--- config.mk ---
export PLATFORM = sky130hd
export DESIGN_NAME = mia_ctrl
export DESIGN_NICKNAME = d
export VERILOG_FILES = /design/src/mia_pkg.sv /design/src/mia_ctrl.sv
export SDC_FILE = /design/constraint.sdc
export NUM_CORES = 1
export LEC_CHECK = 0
export BUFFER_PORTS_ARGS = -buffer_cell sky130_fd_sc_hd__buf_2
export CAP_MARGIN = 15
export CORE_MARGIN = 8
export CORE_UTILIZATION = 24
export CTS_CLUSTER_SIZE = 14
export DETAILED_ROUTE_END_ITERATION = 6
export GPL_TIMING_DRIVEN = 0
export MAX_ROUTING_LAYER = met4
export PLACE_DENSITY = 0.52
export SETUP_SLACK_MARGIN = 0.05
export SYNTH_ARGS = -nofsm -noshare
export SYNTH_HDL_FRONTEND = slang
export SYNTH_SLANG_ARGS = --single-unit
--- constraint.sdc ---
create_clock -name clock -period 4.65 [get_ports clock]
set_input_delay 0.93 -clock clock [delete_from_list [all_inputs] [get_ports clock]]
set_output_delay 0.93 -clock clock [all_outputs]
set_load 0.02 [all_outputs]
--- src/mia_pkg.sv ---
// Shared types, step codes and fixed-point helpers for the attitude update block.
package mia_pkg;

   localparam int QUAT_FRAC_BITS = 30;
   localparam int RATE_FRAC      = 24;
   localparam int GAIN_SHIFT     = QUAT_FRAC_BITS + 16 - RATE_FRAC;
   localparam int HALF_SHIFT     = RATE_FRAC + 24 + 1 - QUAT_FRAC_BITS;
   localparam int GYRO_SHIFT     = RATE_FRAC - 10;

   localparam logic signed [31:0] QUAT_ONE  = 32'sd1 <<< QUAT_FRAC_BITS;
   localparam logic signed [31:0] QUAT_HALF = 32'sd1 <<< (QUAT_FRAC_BITS - 1);

   localparam logic signed [65:0] S32_MAX = 66'sd2147483647;
   localparam logic signed [65:0] S32_MIN = -66'sd2147483648;

   // register indexes
   localparam logic [1:0] REG_PROP_GAIN     = 2'd0;
   localparam logic [1:0] REG_INTEGRAL_GAIN = 2'd1;
   localparam logic [1:0] REG_SAMPLE_PERIOD = 2'd2;

   // sequencer steps
   localparam logic [5:0] ST_NA0  = 6'd0;
   localparam logic [5:0] ST_NA1  = 6'd1;
   localparam logic [5:0] ST_NA2  = 6'd2;
   localparam logic [5:0] ST_SQA  = 6'd3;
   localparam logic [5:0] ST_DU0  = 6'd4;
   localparam logic [5:0] ST_DU1  = 6'd5;
   localparam logic [5:0] ST_DU2  = 6'd6;
   localparam logic [5:0] ST_HV0  = 6'd7;
   localparam logic [5:0] ST_HV1  = 6'd8;
   localparam logic [5:0] ST_HV2  = 6'd9;
   localparam logic [5:0] ST_HV3  = 6'd10;
   localparam logic [5:0] ST_HV4  = 6'd11;
   localparam logic [5:0] ST_HV5  = 6'd12;
   localparam logic [5:0] ST_HE0  = 6'd13;
   localparam logic [5:0] ST_HE1  = 6'd14;
   localparam logic [5:0] ST_HE2  = 6'd15;
   localparam logic [5:0] ST_HE3  = 6'd16;
   localparam logic [5:0] ST_HE4  = 6'd17;
   localparam logic [5:0] ST_HE5  = 6'd18;
   localparam logic [5:0] ST_IXT  = 6'd19;
   localparam logic [5:0] ST_IXI  = 6'd20;
   localparam logic [5:0] ST_IXP  = 6'd21;
   localparam logic [5:0] ST_IYT  = 6'd22;
   localparam logic [5:0] ST_IYI  = 6'd23;
   localparam logic [5:0] ST_IYP  = 6'd24;
   localparam logic [5:0] ST_IZT  = 6'd25;
   localparam logic [5:0] ST_IZI  = 6'd26;
   localparam logic [5:0] ST_IZP  = 6'd27;
   localparam logic [5:0] ST_H0   = 6'd28;
   localparam logic [5:0] ST_H1   = 6'd29;
   localparam logic [5:0] ST_H2   = 6'd30;
   localparam logic [5:0] ST_NQ00 = 6'd31;
   localparam logic [5:0] ST_NQ01 = 6'd32;
   localparam logic [5:0] ST_NQ02 = 6'd33;
   localparam logic [5:0] ST_NQ10 = 6'd34;
   localparam logic [5:0] ST_NQ11 = 6'd35;
   localparam logic [5:0] ST_NQ12 = 6'd36;
   localparam logic [5:0] ST_NQ20 = 6'd37;
   localparam logic [5:0] ST_NQ21 = 6'd38;
   localparam logic [5:0] ST_NQ22 = 6'd39;
   localparam logic [5:0] ST_NQ30 = 6'd40;
   localparam logic [5:0] ST_NQ31 = 6'd41;
   localparam logic [5:0] ST_NQ32 = 6'd42;
   localparam logic [5:0] ST_M0   = 6'd43;
   localparam logic [5:0] ST_M1   = 6'd44;
   localparam logic [5:0] ST_M2   = 6'd45;
   localparam logic [5:0] ST_M3   = 6'd46;
   localparam logic [5:0] ST_SQN  = 6'd47;
   localparam logic [5:0] ST_DN0  = 6'd48;
   localparam logic [5:0] ST_DN1  = 6'd49;
   localparam logic [5:0] ST_DN2  = 6'd50;
   localparam logic [5:0] ST_DN3  = 6'd51;

   typedef struct packed {
      logic [23:0] sample_period;
      logic [23:0] integral_gain_twice;
      logic [23:0] prop_gain_twice;
   } cfg_type;

   typedef struct packed {
      logic       load;
      logic       issue;
      logic       apply;
      logic       start;
      logic       commit;
      logic [5:0] step;
   } cmd_type;

   typedef struct packed {
      logic accel_zero;
      logic igain_zero;
      logic root_zero;
      logic unit_done;
      logic out_free;
   } status_type;

   function automatic logic [1:0] step_lane(input logic [5:0] step);
      logic [1:0] l;
      case (step)
         ST_NA1, ST_DU1, ST_IYT, ST_IYI, ST_IYP, ST_H1, ST_M1, ST_DN1: l = 2'd1;
         ST_NA2, ST_DU2, ST_IZT, ST_IZI, ST_IZP, ST_H2, ST_M2, ST_DN2: l = 2'd2;
         ST_M3, ST_DN3:                                                l = 2'd3;
         default:                                                      l = 2'd0;
      endcase
      return l;
   endfunction

   function automatic logic [5:0] step_shift(input logic [5:0] step);
      logic [5:0] s;
      case (step)
         ST_IXT, ST_IYT, ST_IZT, ST_IXP, ST_IYP, ST_IZP: s = 6'(GAIN_SHIFT);
         ST_IXI, ST_IYI, ST_IZI:                         s = 6'd24;
         ST_H0, ST_H1, ST_H2:                            s = 6'(HALF_SHIFT);
         default:                                        s = 6'(QUAT_FRAC_BITS);
      endcase
      return s;
   endfunction

   function automatic logic signed [31:0] sat_wide(input logic signed [65:0] v);
      logic signed [31:0] r;
      if (v > S32_MAX) r = S32_MAX[31:0];
      else if (v < S32_MIN) r = S32_MIN[31:0];
      else r = v[31:0];
      return r;
   endfunction

   function automatic logic signed [31:0] sat36(input logic signed [35:0] v);
      return sat_wide({{30{v[35]}}, v});
   endfunction

   function automatic logic signed [35:0] sx36(input logic signed [31:0] v);
      return {{4{v[31]}}, v};
   endfunction

   function automatic logic signed [32:0] sx33(input logic signed [31:0] v);
      return {v[31], v};
   endfunction

   // round half away from zero, then saturate to 32 bits
   function automatic logic signed [31:0] rnd_sat(input logic signed [63:0] x,
                                                  input logic [5:0] sh);
      logic        neg;
      logic [64:0] mag;
      logic [64:0] r;
      logic signed [65:0] v;
      neg = x[63];
      mag = {1'b0, (neg ? 64'(-x) : 64'(x))};
      r = (mag + (65'd1 << (sh - 6'd1))) >> sh;
      v = neg ? -$signed({1'b0, r}) : $signed({1'b0, r});
      return sat_wide(v);
   endfunction

   function automatic logic signed [31:0] quo_sat(input logic [62:0] q, input logic neg);
      logic signed [65:0] v;
      v = neg ? -$signed({3'b0, q}) : $signed({3'b0, q});
      return sat_wide(v);
   endfunction

endpackage

--- src/mia_ctrl.sv ---
// Sequencer: walks the update steps and drives the datapath commands.
module mia_ctrl (
   input  logic                clock,
   input  logic                reset,
   input  logic                req_tvalid,
   output logic                req_tready,
   input  mia_pkg::status_type sts,
   output mia_pkg::cmd_type    cmd
);
   import mia_pkg::*;

   localparam logic [2:0] S_IDLE     = 3'd0;
   localparam logic [2:0] S_DISPATCH = 3'd1;
   localparam logic [2:0] S_ISSUE    = 3'd2;
   localparam logic [2:0] S_APPLY    = 3'd3;
   localparam logic [2:0] S_START    = 3'd4;
   localparam logic [2:0] S_WAIT     = 3'd5;
   localparam logic [2:0] S_COMMIT   = 3'd6;

   logic [2:0] state_ff, state_in;
   logic [5:0] step_ff, step_in;
   logic [5:0] nxt;

   function automatic logic is_unit(input logic [5:0] s);
      return (s == ST_SQA) || (s == ST_SQN) || (s == ST_DU0) || (s == ST_DU1) ||
             (s == ST_DU2) || (s == ST_DN0) || (s == ST_DN1) || (s == ST_DN2) ||
             (s == ST_DN3);
   endfunction

   always_comb begin
      nxt = step_ff + 6'd1;
      // no integral term: skip straight to the proportional step
      if (sts.igain_zero && ((nxt == ST_IXT) || (nxt == ST_IYT) || (nxt == ST_IZT)))
         nxt = nxt + 6'd2;
   end

   always_comb begin
      state_in = state_ff;
      step_in  = step_ff;
      case (state_ff)
         S_IDLE: begin
            if (req_tvalid) state_in = S_DISPATCH;
         end
         S_DISPATCH: begin
            step_in  = sts.accel_zero ? ST_H0 : ST_NA0;
            state_in = S_ISSUE;
         end
         S_ISSUE: state_in = S_APPLY;
         S_START: state_in = S_WAIT;
         S_WAIT: begin
            if (sts.unit_done) state_in = S_APPLY;
         end
         S_APPLY: begin
            if ((step_ff == ST_DN3) || ((step_ff == ST_SQN) && sts.root_zero)) begin
               state_in = S_COMMIT;
            end else begin
               step_in  = nxt;
               state_in = is_unit(nxt) ? S_START : S_ISSUE;
            end
         end
         S_COMMIT: begin
            if (sts.out_free) state_in = S_IDLE;
         end
         default: state_in = S_IDLE;
      endcase
   end

   always_ff @(posedge clock) begin
      step_ff <= step_in;
      if (reset) begin
         state_ff <= S_IDLE;
      end else begin
         state_ff <= state_in;
      end
   end

   assign req_tready = state_ff == S_IDLE;
   assign cmd.load   = req_tvalid && (state_ff == S_IDLE);
   assign cmd.issue  = state_ff == S_ISSUE;
   assign cmd.apply  = state_ff == S_APPLY;
   assign cmd.start  = state_ff == S_START;
   assign cmd.commit = (state_ff == S_COMMIT) && sts.out_free;
   assign cmd.step   = step_ff;

   a_commit_free: assert property (@(posedge clock) disable iff (reset)
      cmd.commit |-> sts.out_free)
      else $error("commit while result register occupied");

   a_load_dispatch: assert property (@(posedge clock) disable iff (reset)
      cmd.load |=> state_ff == S_DISPATCH)
      else $error("accepted transaction not dispatched");

   a_issue_apply: assert property (@(posedge clock) disable iff (reset)
      cmd.issue |=> cmd.apply && $stable(cmd.step))
      else $error("product not applied on following cycle");

   a_unit_step: assert property (@(posedge clock) disable iff (reset)
      cmd.start |-> is_unit(cmd.step))
      else $error("unit started on a multiply step");
endmodule

Word-level counts from Yosys, hierarchy flattened:

Index checks and enable logic that the tools add are counted.

* reductions and logical operators: 19
* equality and inequality tests: 24
* $add $sub $neg: 2
* multiplexer cells: 10

Operator list (number)
* equality test 6 bit (second input constant): 7
* one-hot mux 3 bit (7 select lines): 1
* equality test 6 x 3 -> 1 bit (second input constant): 3
* equality test 6 x 5 -> 1 bit (second input constant): 3
* 2-to-1 mux 3 bit: 5
* 2-to-1 mux 6 bit: 2
* one-hot mux 6 bit (2 select lines): 1
* logical OR 1 bit: 11
* equality test 3 bit (second input constant): 3
* != test 2 bit (second input constant): 4
* adder 6 x 1 -> 6 bit (second input constant): 1
* adder 6 x 2 -> 6 bit (second input constant): 1
* equality test 3 x 2 -> 1 bit (second input constant): 2
* equality test 6 x 2 -> 1 bit (second input constant): 1
* 2-to-1 mux 5 bit: 1
* logical AND 1 bit: 4
* equality test 3 x 1 -> 1 bit (second input constant): 1
* zero test 3 bit: 1
* AND reduction 3 bit: 1
* AND reduction 2 bit: 1
* nonzero test 2 bit: 1

* word-level logic and storage cells: 57
* register bits after elaboration: 9
* bits of input ports: 8
* output and inout bits: 12

Logic depth before layout (Yosys ltp):

Gate-level depths: netlist (run 1).

* depth in word-level cells: 18
* gate-level depth with buffers: 10
* mapped depth without buffers: 10

Worst setup path before layout (run 1):

No wires, ideal clock.

* path kind: register -> register
* start point: register step_ff[0]
* end point: register state_ff[2]
* path slack: 1.854 ns
* path buffers: 0
* library setup time: 0.115 ns
* required time: 4.535 ns
* period minus slack after synthesis: 2.796 ns
* data arrival time: 2.682 ns
* cell stages (with the launch flop): 10
* cells stage by stage: edfxtp_1 > ha_1 > xnor2_2 > clkinv_2 > ha_1 > or3_1 > o2111ai_1 > xor2_1 > a211o_1 > o21a_1

* cells in the longest elaborated chain, start to end: 18
* elaborated cells between the ends (all ways): 33
* classes of those cells: add/sub: 2; eq/ne: 14; mux: 4; reduce/logical: 13

RTL lines
* start, declared: RTL line mia_ctrl.sv:21 `logic [5:0] step_ff, step_in;`
* start signal, assigned: RTL line mia_ctrl.sv:69 `step_ff <= step_in;`
* parallel branches: the longest is 16 deep, another holds adder 6 x 1 -> 6 bit
* 2-to-1 mux 3 bit (*): RTL line mia_ctrl.sv:54 `if ((step_ff == ST_DN3) || ((step_ff == ST_SQN) && sts.root_zero)) begin`
* one-hot mux 3 bit (7 select lines) (*): RTL line mia_ctrl.sv:40 `case (state_ff)`
* end signal, assigned: RTL line mia_ctrl.sv:73 `state_ff <= state_in;`
* end, declared: RTL line mia_ctrl.sv:20 `logic [2:0] state_ff, state_in;`

Every way passes the cells marked *.
A chain may end at the register's enable or synchronous reset.

Final worst setup path (run 1):

Ends and elaborated chain as after synthesis.

==> impl_metrics.csv, run 1 <==
group,metric,value,unit
route,vias_per_cell,4.643,
worst_setup_path,cp_num_cells,9,
route,totalWireLength,2.000,mm
timing,final-max-slew-violation-count,0,
worst_setup_path,timing.rr.end,"state_ff[2]",
grt,global_route_wire_length_before_repair,3.332,mm
route,drt_iter0_drc,22,
timing,setup-violations-final,0,
logic_synthesis,yosys_register_bits,9,
final_layout,layout.nets,139,
worst_setup_path,setup.worst_path.start_class,"flip-flop",
power_and_ir_drop,power_leakage,0.4484,nW
clocking,max-clock-path-buffers,2,
place,place_hpwl,1.616,mm
floorplanning,starting_utilization_of_the_core_area,25.11,%
logic_synthesis,syn-num-nets,115,
power_and_ir_drop,ir_drop,98.91,µV
timing,max_clock_freq,333.6,MHz
timing,slew-limit-headroom,59.08,%
clocking,numCtsBuffers,3,
final_layout,antenna-diode-count,0,
clocking,cts_resized,0,
worst_setup_path,worstReg2RegStart,"step_ff[0]",
floorplanning,placementRows,21,
clocking,cts.reportedPaths.clkPinSlew,0.06,ns
route,drc_errors,0,
final_layout,num-fill-cells,391,
worst_setup_path,cp_top_family,"adder cells",
clocking,cts_hold_buffers,0,
power_and_ir_drop,fin_total_pwr,0.2297,mW
clocking,htreeDepth,1,
clocking,num_clock_sinks,9,
timing,setup-tns-final,0,ns
worst_setup_path,setup.worst_path.start,"step_ff[0]",
clocking,worstSkewPairLatency,0.26,ns
worst_setup_path,timing.critical_path.required,4.80,ns
worst_setup_path,arrival,3.15,ns
route,antenna_violating_nets_post_route,0,
final_layout,syn2layout_area_growth,21.18,%
route,routed_wire_length_per_instance,11.70,µm
logic_synthesis,synth-seq-area-share,28.44,%
worst_setup_path,rr_worst_depth,9,
grt,grt_antenna_before_repair,0,
worst_setup_path,timing.critical_path.fanout_max,10,
floorplanning,die_area,5673,µm²
hold_path,hold_class,"flip-flop to flip-flop",
clocking,cts-root-buf,"sky130_fd_sc_hd__clkbuf_4",
timing,rsz_0062_raised_after_global_routing,"no",
grt,grt.total_usage,7.664,%
route,drtPass1Iterations,4,
worst_setup_path,cpMaxStageDelayCell,"sky130_fd_sc_hd__edfxtp_1",
grt,grt_overflow_total,0,
clocking,cts_post_setup_buffers_inserted,0,
status,run_status,"finished clean",
worst_setup_path,timing.critical_path.cells,"ha_1, xnor2_2, clkinv_2, ha_1, or3_1, o2111ai_1, xor2_1, a211o_1, o21a_1",
worst_setup_path,critPathCapture,"state_ff[2]",
floorplanning,number_of_placed_i_o_pins,20,
worst_setup_path,critical-path-max-stage-delay,0.54,ns
logic_synthesis,ys_types,42,
clocking,tritoncts_clock_tree,"yes",
logic_synthesis,yosysWarningCount,0,
grt,grt_start_max_net_pins,11,
grt,grt_pass1_vias,765,
worst_setup_path,cp-end-kind,"flip-flop",
worst_setup_path,ff2ff_setup_slack,1.65,ns
timing,period_needed,2.997,ns
worst_setup_path,critical_path.n_buffers_inverters,1,
place,io_buffer_count,19,
logic_synthesis,syn-instance-count,102,
logic_synthesis,synthesis.area,844.6,µm²
floorplanning,fp.dieH,75.32,µm
timing,report.final.hold_viol_count,0,
timing,worstMarginPinSlew,0.6138,ns
logic_synthesis,postSynthAreaPerCell,8.280,µm²
floorplanning,die_w,75.32,µm
timing,final.period_utilization,64.46,%
place,gp_congestion,0.7582,
worst_setup_path,path_class,"flip-flop to flip-flop",
worst_setup_path,critPathMostFrequentCell,"sky130_fd_sc_hd__ha_1",
power_and_ir_drop,power_density,224.4,nW/µm²
final_layout,drive_above_1_share,24.80,%
flow_run,max_cap_viol_count,0,
route,dr_total_vias,794,
timing,worst_clock_skew,0.002798,ns
floorplanning,floorplan.core_area,3363,µm²
[flip-flops by register name, indices dropped and copies added (netlist names)]
name / count
step_ff: 6
state_ff: 3
[power breakdown]
part           switching (mW)  internal, mW
clock                  0.0256        0.0330
combinational          0.0451        0.0290
sequential            0.00596        0.0911
total                  0.0766         0.153
[layer usage]
layer | wire length, µm | vias up | global-route usage, %
li1 | - | 412 | -
met1 | 1045 | 357 | 9.878
met2 | 833 | 21 | 10.93
met3 | 87 | 4 | 1.711
met4 | 34 | 0 | 3.838
met5 | 0 | - | -
[stage by stage]
stage / worst slack (ns) / cell area, µm² / util, % / instances / hold WS, ns
2_1_floorplan: 1.854 / 844.6 / - / 102 / 0.5844
3_3_place_gp: 1.695 / 997.2 / 29.65 / 167 / 0.6131
3_5_place_dp: 1.667 / 997.2 / 29.65 / 167 / 0.6195
4_1_cts: 1.656 / 1023 / 30.43 / 171 / 0.6278
5_1_grt: 1.549 / 1023 / 30.43 / 171 / 0.7035
6_report: 1.653 / 1023 / 30.43 / 171 / 0.6202
[area by class of cell]
class | instances | area, µm² | share of cell area, %
clock buffer | 4 | 26.28 | 2.567
sequential | 9 | 240.2 | 23.47
inverter | 7 | 27.53 | 2.689
multi-input combinational | 81 | 556.8 | 54.40
buffer | 5 | 20.02 | 1.956
tap | 46 | 57.56 | 5.623
timing repair buffer | 19 | 95.09 | 9.291
[cells in the final DEF, fill, tap and decap left out, types with 2 or more instances in the layout]
cell type	instances
sky130_fd_sc_hd__edfxtp_1	6
sky130_fd_sc_hd__o21ai_0	7
sky130_fd_sc_hd__nand3_1	3
sky130_fd_sc_hd__dfxtp_1	3
sky130_fd_sc_hd__inv_1	6
sky130_fd_sc_hd__xnor2_1	3
sky130_fd_sc_hd__and3b_1	2
sky130_fd_sc_hd__a22oi_1	2
sky130_fd_sc_hd__nand2_1	9
sky130_fd_sc_hd__nor4_1	2
sky130_fd_sc_hd__buf_2	20
sky130_fd_sc_hd__clkbuf_4	3
sky130_fd_sc_hd__a21oi_1	5
sky130_fd_sc_hd__nor2_1	14
sky130_fd_sc_hd__ha_1	5
sky130_fd_sc_hd__nor3b_1	2
sky130_fd_sc_hd__xor2_1	3
sky130_fd_sc_hd__clkbuf_1	5
[worst register-to-register path: stages (launching register included)]
cell	delay (ns)
sky130_fd_sc_hd__edfxtp_1	0.54
sky130_fd_sc_hd__ha_1	0.37
sky130_fd_sc_hd__xnor2_2	0.32
sky130_fd_sc_hd__clkinv_2	0.16
sky130_fd_sc_hd__ha_1	0.33
sky130_fd_sc_hd__or3_1	0.38
sky130_fd_sc_hd__o2111ai_1	0.18
sky130_fd_sc_hd__xor2_1	0.12
sky130_fd_sc_hd__a211o_1	0.31
sky130_fd_sc_hd__o21a_1	0.19
[logic make-up after synthesis]
kind of cell             after synthesis  synth area share [%]
AND/OR/NAND/NOR                       43                 26.96
AO/OA/AOI/OAI                         25                 22.22
buffers and inverters                 12                 5.628
flip-flops                             9                 28.44
XOR/XNOR                               7                 8.150
adder cells (fa/ha/maj)                5                 7.407
multiplexers                           1                 1.185
[synth_stat cells (all sizes together)]
master    n  area [µm²]
inv       6       22.52
edfxtp    6       180.2
nor3b     2       15.01
nor4      2       12.51
nand3     3       15.01
o211a     1       10.01
clkbuf    4       15.01
and3      1       6.260
nand2     9       33.78
o21ai     8       43.79
nor3      1       5.000
buf       1       5.000
a211o     1       8.760
a311oi    1       15.01
a211oi    2       20.02
and2      1       6.260
and4      1       8.760
o21a      1       7.510
o2111ai   1       8.760
and3b     2       17.52
ha        5       62.56
xor2      3       26.28
mux2i     1       10.01
o41a      1       11.26
o2111a    1       11.26
or2       2       12.52
a22oi     2       15.01
dfxtp     3       60.06
nor2     14       52.55
and4b     1       10.01
clkinv    1       5.000
xnor2     4       42.55
or3       1       6.260
a32o      1       11.26
a21oi     5       25.02
nor2b     1       6.260
nand2b    2       20.02
[worst min path at each step]
stage | from | cells after the start | to | slack [ns]
3_3_place_gp | state_ff[1] | 3 | state_ff[1] | 0.61
3_5_place_dp | state_ff[1] | 3 | state_ff[1] | 0.62
5_1_grt | state_ff[0] | 3 | state_ff[1] | 0.70
4_1_cts | state_ff[1] | 3 | state_ff[1] | 0.63
6_report | state_ff[1] | 3 | state_ff[1] | 0.62
2_1_floorplan | state_ff[1] | 3 | state_ff[1] | 0.58
(Power assumes the default switching activity.)
==> run 2: changes to the inputs <==
ABC_AREA = 1   (was default)
clock period = 3.1 ns   (was 4.65 ns; I/O delays follow)
==> run 2 against run 1 <==
Fmax up 20%. Sequential share of layout area down 2.3 points. Critical path depth up 11. Synthesized cell count up 39%. Clock power up 120%. Power up 96%. Sequential cell count unchanged.
==> impl_metrics.csv, run 2 <==
group,metric,value,unit
status,run_status,"finished clean",
route,drtPass1Iterations,4,
timing,report.final.hold_viol_count,0,
worst_setup_path,path_class,"flip-flop to flip-flop",
floorplanning,die_w,78.37,µm
final_layout,syn2layout_area_growth,21.45,%
final_layout,most_common_library_cell_in_the_layout_ignoring_fill_and_taps,"sky130_fd_sc_hd__nand2_1",
hold_path,hold_class,"primary input to flip-flop",
clocking,worstSkewPairLatency,0.23,ns
worst_setup_path,critical-path-max-stage-delay,0.52,ns
power_and_ir_drop,ir_drop,178.4,µV
route,vias_per_cell,4.207,
timing,rsz_0062_raised_after_global_routing,"no",
timing,final.period_utilization,80.80,%
clocking,cts_post_setup_buffers_inserted,0,
worst_setup_path,cp_num_cells,20,
worst_setup_path,timing.critical_path.cells,"ha_1, inv_1, nand2_1, nand2_4, ha_1, inv_1, nand3_1, nand2_1, inv_1, nand3_1, nand2_1, inv_2, a21oi_1, nor2_2, nand2_1, nand2_1, a21oi_1, nand2_1, nand2_1, inv_1",
clocking,cts.reportedPaths.clkPinSlew,0.04,ns
logic_synthesis,syn-num-nets,155,
logic_synthesis,yosysTopAreaCell,"sky130_fd_sc_hd__edfxtp_1",
timing,final_layout_worst_hold_slack,0.5682,ns
worst_setup_path,setup.worst_path.start_class,"flip-flop",
logic_synthesis,synth.top_cell.area_share,19.30,%
grt,grt.total_usage,7.521,%
grt,grt_overflow_total,0,
worst_setup_path,critical_path.n_buffers_inverters,5,
final_layout,layout.nets,179,
clocking,cts-root-buf,"sky130_fd_sc_hd__clkbuf_8",
power_and_ir_drop,power_density,398.1,nW/µm²
logic_synthesis,synth_most_common_cell,"sky130_fd_sc_hd__nand2_1",
worst_setup_path,arrival,2.63,ns
logic_synthesis,yosys_register_bits,9,
logic_synthesis,synth_top_area_cells,"sky130_fd_sc_hd__edfxtp_1 (19%), sky130_fd_sc_hd__nand2_1 (17%), sky130_fd_sc_hd__inv_1 (11%), sky130_fd_sc_hd__ha_1 (6.7%), sky130_fd_sc_hd__dfxtp_1 (6.4%)",
timing,slew-limit-headroom,62.11,%
timing,max_clock_freq,399.2,MHz
logic_synthesis,yosysWarningCount,0,
route,dr_total_vias,896,
logic_synthesis,synthesis.area,933.4,µm²
power_and_ir_drop,power_leakage,0.6026,nW
logic_synthesis,post_synth_most_frequent_cells,"sky130_fd_sc_hd__nand2_1 (42), sky130_fd_sc_hd__inv_1 (27), sky130_fd_sc_hd__nand3_1 (12)",
timing,final-max-slew-violation-count,0,
logic_synthesis,synth-seq-area-share,25.74,%
clocking,cts_hold_buffers,0,
clocking,numCtsBuffers,3,
route,antenna_violating_nets_post_route,0,
grt,grt_pass1_vias,892,
place,gp_congestion,0.7828,
floorplanning,starting_utilization_of_the_core_area,25.31,%
logic_synthesis,postSynthAreaPerCell,6.573,µm²
floorplanning,placementRows,22,
worst_setup_path,rr_worst_depth,20,
hold_path,endpoint_of_the_worst_hold_path,"state_ff[1]",
worst_setup_path,timing.rr.end,"state_ff[2]",
hold_path,hold_depth,2,
final_layout,largest_reg_flops,6,
timing,worstMarginPinSlew,0.5684,ns
clocking,htreeDepth,1,
clocking,tritoncts_clock_tree,"yes",
worst_setup_path,critPathMostFrequentCell,"sky130_fd_sc_hd__nand2_1",
worst_setup_path,cp-end-kind,"flip-flop",
worst_setup_path,cp_top_family,"simple AND/OR/NAND/NOR gates",
floorplanning,floorplan.core_area,3689,µm²
grt,grt_antenna_before_repair,0,
clocking,num_clock_sinks,9,
logic_synthesis,synth_edf_count,6,
grt,global_route_wire_length_before_repair,3.726,mm
place,place_hpwl,1.763,mm
logic_synthesis,synth-async-reset-ratio,0,%
worst_setup_path,timing.critical_path.required,3.23,ns
worst_setup_path,timing.critical_path.fanout_max,7,
worst_setup_path,cpMaxStageDelayCell,"sky130_fd_sc_hd__edfxtp_1",
logic_synthesis,ys_types,23,
route,totalWireLength,2.083,mm
floorplanning,die_area,6141,µm²
clocking,cts_resized,0,
timing,worst_clock_skew,0.0004234,ns
route,routed_wire_length_per_instance,9.779,µm
floorplanning,number_of_placed_i_o_pins,20,
final_layout,biggest_register,"step_ff",
clocking,max-clock-path-buffers,2,
logic_synthesis,synthFlopType,"sky130_fd_sc_hd__edfxtp_1",
worst_setup_path,ff2ff_setup_slack,0.60,ns
timing,period_needed,2.505,ns
route,drt_iter0_drc,39,
flow_run,max_cap_viol_count,0,
final_layout,antenna-diode-count,0,
final_layout,commonest_cells_after_routing_fill_and_taps_aside,"sky130_fd_sc_hd__nand2_1 (42), sky130_fd_sc_hd__inv_1 (27), sky130_fd_sc_hd__buf_2 (19)",
final_layout,largest_registers,"step_ff: 6 flops, state_ff: 3 flops",
worst_setup_path,worstReg2RegStart,"step_ff[0]",
hold_path,timing.hold.worst.start,"reset",
grt,grt_start_max_net_pins,9,
route,drc_errors,0,
logic_synthesis,syn-instance-count,142,
timing,setup-violations-final,0,
timing,setup-tns-final,0,ns
place,io_buffer_count,19,
final_layout,drive_above_1_share,26.67,%
floorplanning,fp.dieH,78.37,µm
run 2: metrics by stage:
| step | cells | cell area [µm²] | utilization, % | power, mW | setup WS [ns] |
|---|---|---|---|---|---|
| 5_1_grt | 213 | 1134 | 30.73 | 0.4918 | 0.2937 |
| 2_1_floorplan | 142 | 933.4 | - | 0.2828 | 0.7741 |
| 3_3_place_gp | 209 | 1089 | 29.51 | 0.3244 | 0.5762 |
| 6_report | 213 | 1134 | 30.73 | 0.4513 | 0.5952 |
| 4_1_cts | 213 | 1134 | 30.73 | 0.4590 | 0.5793 |
| 3_5_place_dp | 209 | 1089 | 29.51 | 0.3242 | 0.5871 |
run 2: worst register-to-register path: stages, from the launching register on:
cell and delay, ns:
sky130_fd_sc_hd__edfxtp_1 0.52, sky130_fd_sc_hd__ha_1 0.33, sky130_fd_sc_hd__inv_1 0.09, sky130_fd_sc_hd__nand2_1 0.10, sky130_fd_sc_hd__nand2_4 0.11, sky130_fd_sc_hd__ha_1 0.19
sky130_fd_sc_hd__inv_1 0.05, sky130_fd_sc_hd__nand3_1 0.07, sky130_fd_sc_hd__nand2_1 0.05, sky130_fd_sc_hd__inv_1 0.05, sky130_fd_sc_hd__nand3_1 0.06, sky130_fd_sc_hd__nand2_1 0.11
sky130_fd_sc_hd__inv_2 0.05, sky130_fd_sc_hd__a21oi_1 0.17, sky130_fd_sc_hd__nor2_2 0.06, sky130_fd_sc_hd__nand2_1 0.05, sky130_fd_sc_hd__nand2_1 0.05, sky130_fd_sc_hd__a21oi_1 0.14
sky130_fd_sc_hd__nand2_1 0.06, sky130_fd_sc_hd__nand2_1 0.05, sky130_fd_sc_hd__inv_1 0.03
run 2: final cells by class:
type | count | area [µm²]
repair buffers | 19 | 95.09
clock buffers | 4 | 45.04
multi-input cells | 105 | 588.1
inverters | 28 | 105.1
well taps | 48 | 60.06
fillers | 435 | 2555
flip-flops and latches | 9 | 240.2
run 2: power by group:
part / internal (mW) / total, mW / switching, mW
clock: 0.0892 / 0.131 / 0.0420
sequential: 0.141 / 0.158 / 0.0162
combinational: 0.0570 / 0.163 / 0.106
total: 0.288 / 0.451 / 0.164
run 2: worst max path at each step:
| stage | start | end | slack (ns) |
|---|---|---|---|
| after global routing | step_ff[0] | state_ff[2] | 0.29 |
| final | step_ff[0] | state_ff[2] | 0.60 |
| after detailed placement | step_ff[0] | state_ff[2] | 0.59 |
| after floorplan | step_ff[0] | state_ff[2] | 0.77 |
| after CTS | step_ff[0] | state_ff[2] | 0.58 |
| after global placement | step_ff[0] | state_ff[2] | 0.58 |
run 2: routing by layer:
metal,global-route usage [%],share of wire (%)
met4,1.667,0.53
met1,9.404,52
met3,3.189,5.4
met2,10.94,42
met5,-,0
run 2: logic make-up after synthesis:
kind of cell	share of synthesized area, %
AOI/OAI and AO/OA	8.713
adders and majority gates	6.702
DFF	25.74
and+or+nand+nor	47.59
buffers and inverters	11.26
==> run 3: changes to the inputs <==
PLACE_DENSITY = 0.53   (was 0.52)
clock period = 2 ns   (was 3.1 ns; I/O delays follow)
==> run 3 against run 2 <==
The run now ends with negative setup slack left. Highest routed layer unchanged. Power grew 73%. Critical endpoint unchanged. Worst hold slack worse by 0.22 ns. Non-clock buffer count is 9 higher. Critical path depth unchanged. Register-to-register slack worse by 0.79 ns. First-iteration DRC count fell by 10%. Clock power rose by 57%.
==> impl_metrics.csv, run 3 (synthesis gave the netlist of run 2 again) <==
group,metric,value,unit
status,run_status,"finished, violations left",
status,failed_checks,"negative setup slack",
timing,final.period_utilization,109.5,%
route,routed_wire_length_per_instance,10.12,µm
power_and_ir_drop,ir_drop,423.5,µV
worst_setup_path,cp-end-kind,"flip-flop",
floorplanning,starting_utilization_of_the_core_area,25.31,%
timing,setup-violations-final,3,
timing,worstMarginPinSlew,0.5714,ns
place,io_buffer_count,19,
clocking,worstSkewPairLatency,0.23,ns
final_layout,drive_above_1_share,41.38,%
power_and_ir_drop,intPower,0.4920,mW
clocking,num_clock_sinks,9,
route,drc_errors,0,
floorplanning,die_w,78.37,µm
timing,report.final.hold_viol_count,0,
timing,slew-limit-headroom,61.90,%
power_and_ir_drop,power_leakage,0.6704,nW
power_and_ir_drop,pwr-share-seq,31.4,%
final_layout,most_common_library_cell_in_the_layout_ignoring_fill_and_taps,"sky130_fd_sc_hd__nand2_1",
route,vias_per_cell,4.252,
route,drtPass1Iterations,4,
grt,grt_antenna_before_repair,0,
power_and_ir_drop,pwr-share-comb,42.3,%
grt,grt_pass1_vias,956,
route,antenna_violating_nets_post_route,0,
clocking,numCtsBuffers,3,
final_layout,antenna-diode-count,0,
timing,final-max-slew-violation-count,0,
final_layout,layout.nets,188,
final_layout,biggest_register,"step_ff",
worst_setup_path,arrival,2.32,ns
floorplanning,die_area,6141,µm²
place,place_ws,-0.3277,ns
final_layout,final_cells,222,
final_layout,largest_reg_flops,6,
power_and_ir_drop,portion_of_total_power_attributed_to_the_clock_network,26.3,%
power_and_ir_drop,netSwitchingFraction,37.07,%
power_and_ir_drop,power_density,592.3,nW/µm²
clocking,cts-root-buf,"sky130_fd_sc_hd__clkbuf_8",
timing,timing.final.ws_setup,-0.1906,ns
timing,rsz_0062_raised_after_global_routing,"yes",
worst_setup_path,timing.critical_path.required,2.13,ns
timing,worst_clock_skew,0.001038,ns
place,placed_cells_incl_taps,209,
hold_path,hold_class,"primary input to flip-flop",
clocking,htreeDepth,1,
place,place_hpwl,1.764,mm
route,dr_total_vias,944,
worst_setup_path,path_class,"flip-flop to flip-flop",
grt,grt.total_usage,7.837,%
grt,global_route_wire_length_before_repair,3.912,mm
timing,max_clock_freq,456.5,MHz
floorplanning,floorplan.core_area,3689,µm²
clocking,cts_hold_buffers,0,
worst_setup_path,rr_worst_depth,20,
route,drt_iter0_drc,35,
final_layout,largest_registers,"step_ff: 6 flops, state_ff: 3 flops",
grt,grt_overflow_total,0,
clocking,cts.reportedPaths.clkPinSlew,0.04,ns
timing,period_needed,2.191,ns
place,gp_congestion,0.7160,
final_layout,commonest_cells_after_routing_fill_and_taps_aside,"sky130_fd_sc_hd__nand2_1 (36), sky130_fd_sc_hd__inv_1 (23), sky130_fd_sc_hd__buf_2 (19)",
clocking,max-clock-path-buffers,2,
power_and_ir_drop,power.net_switching,0.2898,mW
floorplanning,placementRows,22,
route,totalWireLength,2.246,mm
floorplanning,fp.dieH,78.37,µm
floorplanning,number_of_placed_i_o_pins,20,
grt,grt_start_max_net_pins,9,
hold_path,hold_depth,2,
flow_run,max_cap_viol_count,0,
worst_setup_path,timing.critical_path.fanout_max,5,
worst_setup_path,setup.worst_path.start_class,"flip-flop",
final_layout,syn2layout_area_growth,41.42,%
clocking,tritoncts_clock_tree,"yes",
[run 3: cell type report]
type | count | area, µm²
repair buffers | 28 | 170.2
multi-input cells | 105 | 696.9
fillers | 405 | 2369
inverters | 28 | 107.6
clock buffers | 4 | 45.04
flip-flops and latches | 9 | 240.2
well taps | 48 | 60.06
[run 3: power groups by stage]
stage	clock [mW]	combinational (mW)	sequential, mW
after floorplan	0	0.205	0.256
after global placement	0	0.279	0.250
after detailed placement	0	0.278	0.249
after CTS	0.215	0.318	0.244
after global routing	0.226	0.370	0.249
final	0.206	0.331	0.245
[run 3: layer usage]
| layer | up-vias | part of all wire (%) | track usage (%) |
|---|---|---|---|
| li1 | 508 | - | - |
| met1 | 408 | 48 | 8.880 |
| met2 | 26 | 47 | 12.92 |
| met3 | 2 | 5.0 | 2.847 |
| met4 | 0 | 0.36 | 1.667 |
| met5 | - | 0 | - |
[run 3: stage by stage]
step	hold WS (ns)	TNS, ns	utilization [%]	area (µm²)	total power, mW
6_report	0.3494	-0.3643	35.79	1320	0.7818
5_1_grt	0.3402	-0.9089	35.79	1320	0.8455
4_1_cts	0.3412	-0.3319	34.77	1282	0.7768
3_5_place_dp	0.5880	-0.5837	31.11	1147	0.5273
3_3_place_gp	0.5897	-0.5642	31.11	1147	0.5289
2_1_floorplan	0.4624	-0.2606	-	992.2	0.4608
[run 3: path summary, 6_finish.rpt]
check         startpoint           to  slack, ns
min                reset  state_ff[1]       0.35
max           step_ff[1]  state_ff[2]      -0.19
min reg2reg  state_ff[0]  state_ff[1]       0.59
max reg2reg   step_ff[1]  state_ff[2]      -0.19
[run 3: critical path, cell delays in order, from the launching register on]
cell and delay, ns:
sky130_fd_sc_hd__edfxtp_1 0.51, sky130_fd_sc_hd__ha_4 0.25, sky130_fd_sc_hd__inv_4 0.06, sky130_fd_sc_hd__nand2_4 0.05, sky130_fd_sc_hd__nand2_4 0.11, sky130_fd_sc_hd__ha_4 0.14, sky130_fd_sc_hd__inv_2 0.03, sky130_fd_sc_hd__nand3_2 0.05
sky130_fd_sc_hd__nand2_1 0.05, sky130_fd_sc_hd__inv_1 0.06, sky130_fd_sc_hd__nand3_2 0.06, sky130_fd_sc_hd__nand2_2 0.09, sky130_fd_sc_hd__inv_2 0.05, sky130_fd_sc_hd__a21oi_2 0.12, sky130_fd_sc_hd__nor2_2 0.05, sky130_fd_sc_hd__nand2_1 0.05
sky130_fd_sc_hd__nand2_1 0.06, sky130_fd_sc_hd__a21oi_2 0.14, sky130_fd_sc_hd__nand2_1 0.06, sky130_fd_sc_hd__nand2_1 0.05, sky130_fd_sc_hd__inv_1 0.03
[run 3: timing repair]
item,CTS,global route
setup buffers,7,2
pin swaps,7,12
gates resized for setup,11,7
endpoints found under the setup margin,8,8
